File: config.mk
export PLATFORM = sky130hd
export DESIGN_NAME = sorted_priority_queue_unit
export DESIGN_NICKNAME = d
export VERILOG_FILES = /design/src/rtl/core/spq_pkg.sv /design/src/rtl/core/sorted_priority_queue_unit.sv /design/src/rtl/core/spq_cell.sv /design/src/rtl/core/spq_chain.sv
export SDC_FILE = /design/constraint.sdc
export NUM_CORES = 2
export LEC_CHECK = 0
export BUFFER_PORTS_ARGS = -buffer_cell sky130_fd_sc_hd__buf_2
export CORE_MARGIN = 5
export CORE_UTILIZATION = 55
export CTS_BUF_LIST = sky130_fd_sc_hd__clkbuf_8
export DETAILED_ROUTE_END_ITERATION = 6
export PLACE_DENSITY = 0.82
export SYNTH_ARGS = -nofsm -noshare
export SYNTH_HDL_FRONTEND = slang
export SYNTH_HIERARCHICAL = 1
export SYNTH_SLANG_ARGS = --single-unit
File: constraint.sdc
create_clock -name clk -period 14.48 [get_ports clk]
set_input_delay 2.896 -clock clk [delete_from_list [all_inputs] [get_ports clk]]
set_output_delay 2.896 -clock clk [all_outputs]
set_load 0.005 [all_outputs]
File: src/rtl/core/spq_pkg.sv
package spq_pkg;

    localparam int CAPACITY = 16;
    localparam int CNT_W    = $clog2(CAPACITY + 1);
    localparam int DATA_W   = 32;
    localparam int COUNT_W  = 5;

    typedef enum logic [1:0] {
        MODE_INSERT = 2'd0,
        MODE_REMOVE = 2'd1,
        MODE_PEEK   = 2'd2
    } mode_t;

    typedef enum logic [1:0] {
        STATUS_OK    = 2'd0,
        STATUS_EMPTY = 2'd1,
        STATUS_FULL  = 2'd2
    } status_t;

    // Operation broadcast to every cell of the chain in the same cycle
    typedef enum logic [1:0] {
        OP_HOLD   = 2'd0,
        OP_INSERT = 2'd1,
        OP_SHIFT  = 2'd2
    } cell_op_t;

    typedef struct packed {
        cell_op_t            op;
        logic [DATA_W-1:0]   new_job;
        logic [DATA_W-1:0]   new_prio;
    } cell_cmd_t;

endpackage

File: src/rtl/core/sorted_priority_queue_unit.sv
// Sorted priority queue of CAPACITY entries held in a chain of cells, highest
// priority in the head cell. Each input transaction carries a mode: insert
// places the task behind every entry of greater or equal priority (equal
// priorities leave in arrival order), remove takes the head task out, peek
// reads it. Every input transaction yields exactly one output transaction with
// the head or removed task, the empty flag, the entry count after the step and
// a status (empty on remove or peek of an empty queue, full on insert into a
// full queue, which is dropped). Fields tied to an empty queue read as zero.
// Throughput is one transaction per clock: every cell compares its priority
// against the incoming one in parallel and loads from itself, its left or
// right neighbor or the new item in the same cycle. Each result is registered
// in the output register; a new transaction is taken while the previous result
// is being handed off, and input stalls only while an output sits stalled.
module sorted_priority_queue_unit
    import spq_pkg::*;
(
    input  logic                      clk,
    input  logic                      rst_n,
    input  logic                      in_valid,
    output logic                      in_stall,
    input  logic [1:0]                mode,
    input  logic signed [DATA_W-1:0]  task_value,
    input  logic signed [DATA_W-1:0]  priority_req,
    output logic                      out_valid,
    input  logic                      out_stall,
    output logic signed [DATA_W-1:0]  front_task,
    output logic                      is_empty_flag,
    output logic [COUNT_W-1:0]        entry_count,
    output logic [1:0]                status
);

    logic              accept;
    logic              queue_empty;
    logic              is_full;
    logic              head_keep;
    logic [DATA_W-1:0] head_job;
    cell_op_t          op;
    cell_cmd_t         cmd;

    logic [CNT_W-1:0]  count_reg;
    logic [CNT_W-1:0]  count_next;
    logic              out_valid_reg;
    logic              out_valid_next;
    logic [DATA_W-1:0] result_reg;
    logic [DATA_W-1:0] result_next;
    status_t           status_reg;
    status_t           status_next;

    // Hold input only while a finished result waits downstream
    assign in_stall    = out_valid_reg && out_stall;
    assign accept      = in_valid && !in_stall;
    assign queue_empty = (count_reg == '0);
    assign is_full     = (count_reg == CNT_W'(CAPACITY));

    always_comb
    begin
        op          = OP_HOLD;
        count_next  = count_reg;
        status_next = STATUS_OK;
        result_next = queue_empty ? '0 : head_job;
        case (mode_t'(mode))
            MODE_INSERT:
            begin
                if (is_full)
                begin
                    status_next = STATUS_FULL;
                end
                else
                begin
                    op          = OP_INSERT;
                    count_next  = count_reg + 1'b1;
                    // New item lands at the head unless the head ranks at or above it
                    result_next = head_keep ? head_job : task_value;
                end
            end
            MODE_REMOVE:
            begin
                if (queue_empty)
                begin
                    status_next = STATUS_EMPTY;
                end
                else
                begin
                    op         = OP_SHIFT;
                    count_next = count_reg - 1'b1;
                end
            end
            MODE_PEEK:
            begin
                if (queue_empty)
                begin
                    status_next = STATUS_EMPTY;
                end
            end
            default:
            begin
                op = OP_HOLD;
            end
        endcase
    end

    // Cells only move on an accepted transaction
    assign cmd.op       = accept ? op : OP_HOLD;
    assign cmd.new_job  = task_value;
    assign cmd.new_prio = priority_req;

    assign out_valid_next = accept ? 1'b1 : (out_valid_reg && out_stall);

    spq_chain u_chain (
        .clk       (clk),
        .cmd       (cmd),
        .count     (count_reg),
        .head_keep (head_keep),
        .head_job  (head_job)
    );

    always_ff @(posedge clk or negedge rst_n)
    begin
        if (!rst_n)
        begin
            count_reg     <= '0;
            out_valid_reg <= 1'b0;
        end
        else
        begin
            out_valid_reg <= out_valid_next;
            if (accept)
            begin
                count_reg <= count_next;
            end
        end
    end

    always_ff @(posedge clk)
    begin
        if (accept)
        begin
            result_reg <= result_next;
            status_reg <= status_next;
        end
    end

    assign out_valid     = out_valid_reg;
    assign front_task    = result_reg;
    assign entry_count   = COUNT_W'(count_reg);
    assign is_empty_flag = (count_reg == '0);
    assign status        = status_reg;

endmodule

File: src/rtl/core/spq_cell.sv
module spq_cell
    import spq_pkg::*;
(
    input  logic              clk,
    input  cell_cmd_t         cmd,
    input  logic              occupied,
    input  logic              keep_prev,
    input  logic [DATA_W-1:0] prev_job,
    input  logic [DATA_W-1:0] prev_prio,
    input  logic [DATA_W-1:0] next_job,
    input  logic [DATA_W-1:0] next_prio,
    output logic              keep,
    output logic [DATA_W-1:0] job,
    output logic [DATA_W-1:0] prio
);

    logic [DATA_W-1:0] job_reg;
    logic [DATA_W-1:0] job_next;
    logic [DATA_W-1:0] prio_reg;
    logic [DATA_W-1:0] prio_next;

    // Stay in place when this entry ranks at or above the new one
    assign keep = occupied && ($signed(prio_reg) >= $signed(cmd.new_prio));
    assign job  = job_reg;
    assign prio = prio_reg;

    always_comb
    begin
        job_next  = job_reg;
        prio_next = prio_reg;
        case (cmd.op)
            OP_INSERT:
            begin
                if (!keep)
                begin
                    if (keep_prev)
                    begin
                        job_next  = cmd.new_job;
                        prio_next = cmd.new_prio;
                    end
                    else
                    begin
                        job_next  = prev_job;
                        prio_next = prev_prio;
                    end
                end
            end
            OP_SHIFT:
            begin
                job_next  = next_job;
                prio_next = next_prio;
            end
            default:
            begin
                job_next  = job_reg;
                prio_next = prio_reg;
            end
        endcase
    end

    always_ff @(posedge clk)
    begin
        job_reg  <= job_next;
        prio_reg <= prio_next;
    end

endmodule

File: src/rtl/core/spq_chain.sv
module spq_chain
    import spq_pkg::*;
(
    input  logic              clk,
    input  cell_cmd_t         cmd,
    input  logic [CNT_W-1:0]  count,
    output logic              head_keep,
    output logic [DATA_W-1:0] head_job
);

    logic [DATA_W-1:0] job_w  [CAPACITY];
    logic [DATA_W-1:0] prio_w [CAPACITY];
    logic              keep_w [CAPACITY];

    assign head_keep = keep_w[0];
    assign head_job  = job_w[0];

    for (genvar i = 0; i < CAPACITY; i++)
    begin : g_cell
        logic              occ;
        logic              kp;
        logic [DATA_W-1:0] pj;
        logic [DATA_W-1:0] pp;
        logic [DATA_W-1:0] nj;
        logic [DATA_W-1:0] np;

        assign occ = CNT_W'(i) < count;

        if (i == 0)
        begin : g_first
            assign kp = 1'b1;
            assign pj = cmd.new_job;
            assign pp = cmd.new_prio;
        end
        else
        begin : g_mid
            assign kp = keep_w[i-1];
            assign pj = job_w[i-1];
            assign pp = prio_w[i-1];
        end

        if (i == CAPACITY - 1)
        begin : g_last
            // Vacated on a shift; contents no longer count
            assign nj = job_w[i];
            assign np = prio_w[i];
        end
        else
        begin : g_inner
            assign nj = job_w[i+1];
            assign np = prio_w[i+1];
        end

        spq_cell u_cell (
            .clk       (clk),
            .cmd       (cmd),
            .occupied  (occ),
            .keep_prev (kp),
            .prev_job  (pj),
            .prev_prio (pp),
            .next_job  (nj),
            .next_prio (np),
            .keep      (keep_w[i]),
            .job       (job_w[i]),
            .prio      (prio_w[i])
        );
    end

endmodule

Word level (Yosys, flattened, before mapping)
Index checks and enable logic that the tools add are counted.
- register bits after elaboration: 1064
- input port bits: 70
- output and inout bits: 42
- word-level logic and storage cells: 238
- $add $sub $neg: 2
- $lt $le $gt $ge: 32
- equal/unequal tests: 22
- muxes and demuxes: 104
- bitwise logic cells: 1
- reductions and logical operators: 41
- operators with widths (operator ; number):
    2-to-1 mux 32 bit ; 63
    case mux 32 bit (2 select lines) ; 30
    >= comparator 32 bit ; 16
    less-than comparator 4 x 5 -> 1 bit, first input constant ; 8
    inequality test 2 bit, second input constant ; 17
    AND reduction 2 bit ; 16
    less-than comparator 3 x 5 -> 1 bit, first input constant ; 4
    logical AND 1 bit ; 18
    less-than comparator 1 x 5 -> 1 bit, first input constant ; 2
    less-than comparator 2 x 5 -> 1 bit, first input constant ; 2
    2-to-1 mux 5 bit ; 2
    case mux 5 bit (2 select lines) ; 1
    case mux 2 bit (2 select lines) ; 2
    2-to-1 mux 2 bit ; 3
    adder 5 x 1 -> 5 bit, second input constant ; 1
    equality test 5 bit, second input constant ; 1
    logical NOT 5 bit ; 1
    subtractor 5 x 1 -> 5 bit, second input constant ; 1
    equality test 2 x 1 -> 1 bit, second input constant ; 2
    equality test 2 bit, second input constant ; 2
    AND reduction 4 bit ; 1
    nonzero test 2 bit ; 2
    2-to-1 mux 1 bit ; 3
    logical NOT 2 bit ; 1
    other kinds (3) ; 3

Longest topological paths before layout
- depth after elaboration: 7
- gate-level depth with buffers: 13
- mapped depth without buffers: 12

Hierarchy
The synthesis kept the hierarchy.
- modules (own cells, without submodules) (module ; instances ; cells each ; area each (µm²) ; sequential area each (µm²)):
    spq_cell at u_chain.g_cell[0].u_cell ... ; 13 ; 396 ; 4108.9 ; 1921.8
    spq_cell at u_chain.g_cell[7].u_cell ... ; 3 ; 395 ; 4086.4 ; 1921.8
    sorted_priority_queue_unit ; 1 ; 136 ; 1923.1 ; 1171.1
    spq_chain ; 1 ; 28 ; 163.9 ; 0.0

Worst setup path before layout
OpenSTA, ideal clock, no wires.
- path type: input -> register
- from: input in_valid
- to: register u_chain.g_cell[0].u_cell.job_reg[0] (enable)
- library setup time: 523 ps
- data arrival time: 10329 ps
- data required time: 13957 ps
- path slack: 3628 ps
- cell stages on the path: 4
- path buffers: 0
- cell sequence: a21boi_0 -> and3_1 -> inv_1 -> o41ai_2
- RTL lines (item ; line ; RTL):
    start: declaration ; sorted_priority_queue_unit.sv:19 ; input logic in_valid,
    end signal: assignment ; spq_cell.sv:63 ; job_reg <= job_next;
    end: declaration ; spq_cell.sv:17 ; logic [DATA_W-1:0] job_reg;

Final worst setup path
- from: input priority_req[22]
- to: register result_reg[12], in the netlist front_task[12] (data pin)
- cells in the longest elaborated chain, start to end: 5
- RTL lines (item ; line ; RTL):
    start: declaration ; sorted_priority_queue_unit.sv:23 ; input logic signed [DATA_W-1:0] priority_req,
    >= comparator 32 bit ; spq_cell.sv:23 ; assign keep = occupied && ($signed(prio_reg) >= $signed(cmd.new_prio));
    logical AND 1 bit ; spq_cell.sv:23 ;
    named net head_keep ; sorted_priority_queue_unit.sv:35 ; logic head_keep;
    2-to-1 mux 32 bit ; n/a ;
    2-to-1 mux 32 bit ; sorted_priority_queue_unit.sv:64 ; if (is_full)
    2-to-1 mux 32 bit ; sorted_priority_queue_unit.sv:61 ; case (mode_t'(mode))
    named net result_next[12] ; sorted_priority_queue_unit.sv:45 ; logic [DATA_W-1:0] result_next;
    end signal: assignment ; sorted_priority_queue_unit.sv:138 ; result_reg <= result_next;
    end: declaration ; sorted_priority_queue_unit.sv:44 ; logic [DATA_W-1:0] result_reg;
The timed path passes the listed nets, and every way through them passes these cells.
A chain may end at the register's enable or synchronous reset.

==> results.cfg <==
[logic_synthesis]
yosys_warnings = 6
synth_nets = 7084
syn_area_um2 = 67750
synthCells = 6496
syn-mean-instance-area_um2 = 10.43

[cells_and_area]
final_nets = 7102
fill_cells = 9635
ff_latch_area_um2 = 31920
final_util_pct = 59.87
multi_input_area_um2 = 32800
layout_common_cells = nand2_1, edfxtp_1, mux2i_1, inv_1, o21ai_1
finalNonFillerCells = 8281
drive_gt1_share_pct = 8.979
area_growth_pct = 7.839
final_common_cell = nand2_1
final_cell_area_um2 = 73070

[floorplanning]
die_w_um = 361.0
fp.coreArea_um2 = 122000
io_pins = 112
die_height_um = 361.0
initial_core_util_pct = 55.52
rows = 128
die-area_um2 = 130300

[sta]
final_max_slew_viol_count = 0
period_share_pct = 46.13
finalCriticalPeriod_ps = 6679
skew_ps = 32.56
max_freq_ghz = 0.1497
hold_ws_ps = 555.4
layout_setup_ws_ps = 7801
grt_setup_unrepaired = no
final.setup.tns_ps = 0
hold_viol_final = 0
finalSetupViolCount = 0
worstMarginPinSlew_ps = 1234
slew-limit-headroom_pct = 17.47

[cts]
post_cts_buffers = 0
cts_made_buffers = 178
cts_tree = built
cts_resized = 0
clock-sinks = 1064
cts-root-buf = clkbuf_8
clk_pin_slew_ps = 60
ctsLongestPathBuffers = 3
insertion_delay_ps = 910
hold_buffers = 0
cts_htree_levels = 4

[detailed_routing]
post_drt_wl_per_cell_um = 20.36
drt_pass1_iterations = 5
drtIter0Drc = 5661
finalWirelength_mm = 168.6
postRouteAntennaNets = 0
detail_route.vias_per_cell = 6.050
via_count = 50100
drc = 0

[setup_path]
arrival_ps = 7430
cp.required_ps = 15230
critPathLaunch = priority_req[22]
critPathMaxFanout = 54
r2r_start = entry_count[3]
end_kind = flip-flop
cp-start-kind = primary input
crit_type = in2reg
r2r_cells = 8

[global_routing]
antenna_found_initial = 11
grt_pass1_vias = 48690
grt_max_degree = 97
grt_usage_pct = 24.62
globalRouteOverflowTotal = 0
grt_pass1_wl_mm = 264.9

[placement]
dp_hpwl_mm = 119.9
place_ws_ps = 6948
place_congestion = 0.8823
placed_cell_area_um2 = 69910
dp_cells = 7959
numPortBuffers = 111

[pwr]
leakagePower_nw = 28.65
power_mw = 10.52
vdd_ir_drop_max_mv = 0.1294
cellPowerDensity_nw_per_um2 = 143.9

[job]
maxCapViolCount = 0

[min_path]
hold-path-cell-count = 2
hp-start = u_chain/g_cell[15].u_cell/job[20]
hold_class = reg2reg

[status]
outcome = complete, no violations
==> worst max-delay path: stages <==
cell     delay (ps)
buf_2           560
inv_1           130
ha_1            330
nand4_1         130
or4_4           590
or2b_1          250
nor3_2          320
o21a_4          400
buf_4           770
a21o_2          670
a22o_1          250
==> final timing paths <==
check,endpoint,slack [ps]
worst min register to register,u_chain/g_cell[14].u_cell/job[20],560
worst min-delay path,u_chain/g_cell[14].u_cell/job[20],560
min in group asynchronous,entry_count[0],1830
max in group asynchronous,out_valid,12500
worst max register to register,u_chain/g_cell[6].u_cell/job[18],9890
worst max-delay path,front_task[12],7800
==> power breakdown <==
group / total, mW / internal [mW] / switching (mW)
Clock: 2.45 / 1.19 / 1.26
Combinational: 3.57 / 1.51 / 2.06
Sequential: 4.50 / 4.17 / 0.323
Total: 10.5 / 6.88 / 3.64
==> layout make-up <==
cell class,instances,share of cell area [%]
well taps,1625,2.783
repair buffers,186,1.531
inverters,541,2.779
clock inverters,135,0.9093
clock buffers,180,3.391
multi-input cells,4543,44.90
diodes,7,0.02397
flip-flops and latches,1064,43.69
==> metal layers <==
metal | track usage, % | wire [um]
met1 | 35.32 | 76330
met2 | 38.21 | 74270
met3 | 4.337 | 13470
met4 | 8.004 | 4492
met5 | 0 | 27
No activity file was read; power rests on OpenSTA's default activity.
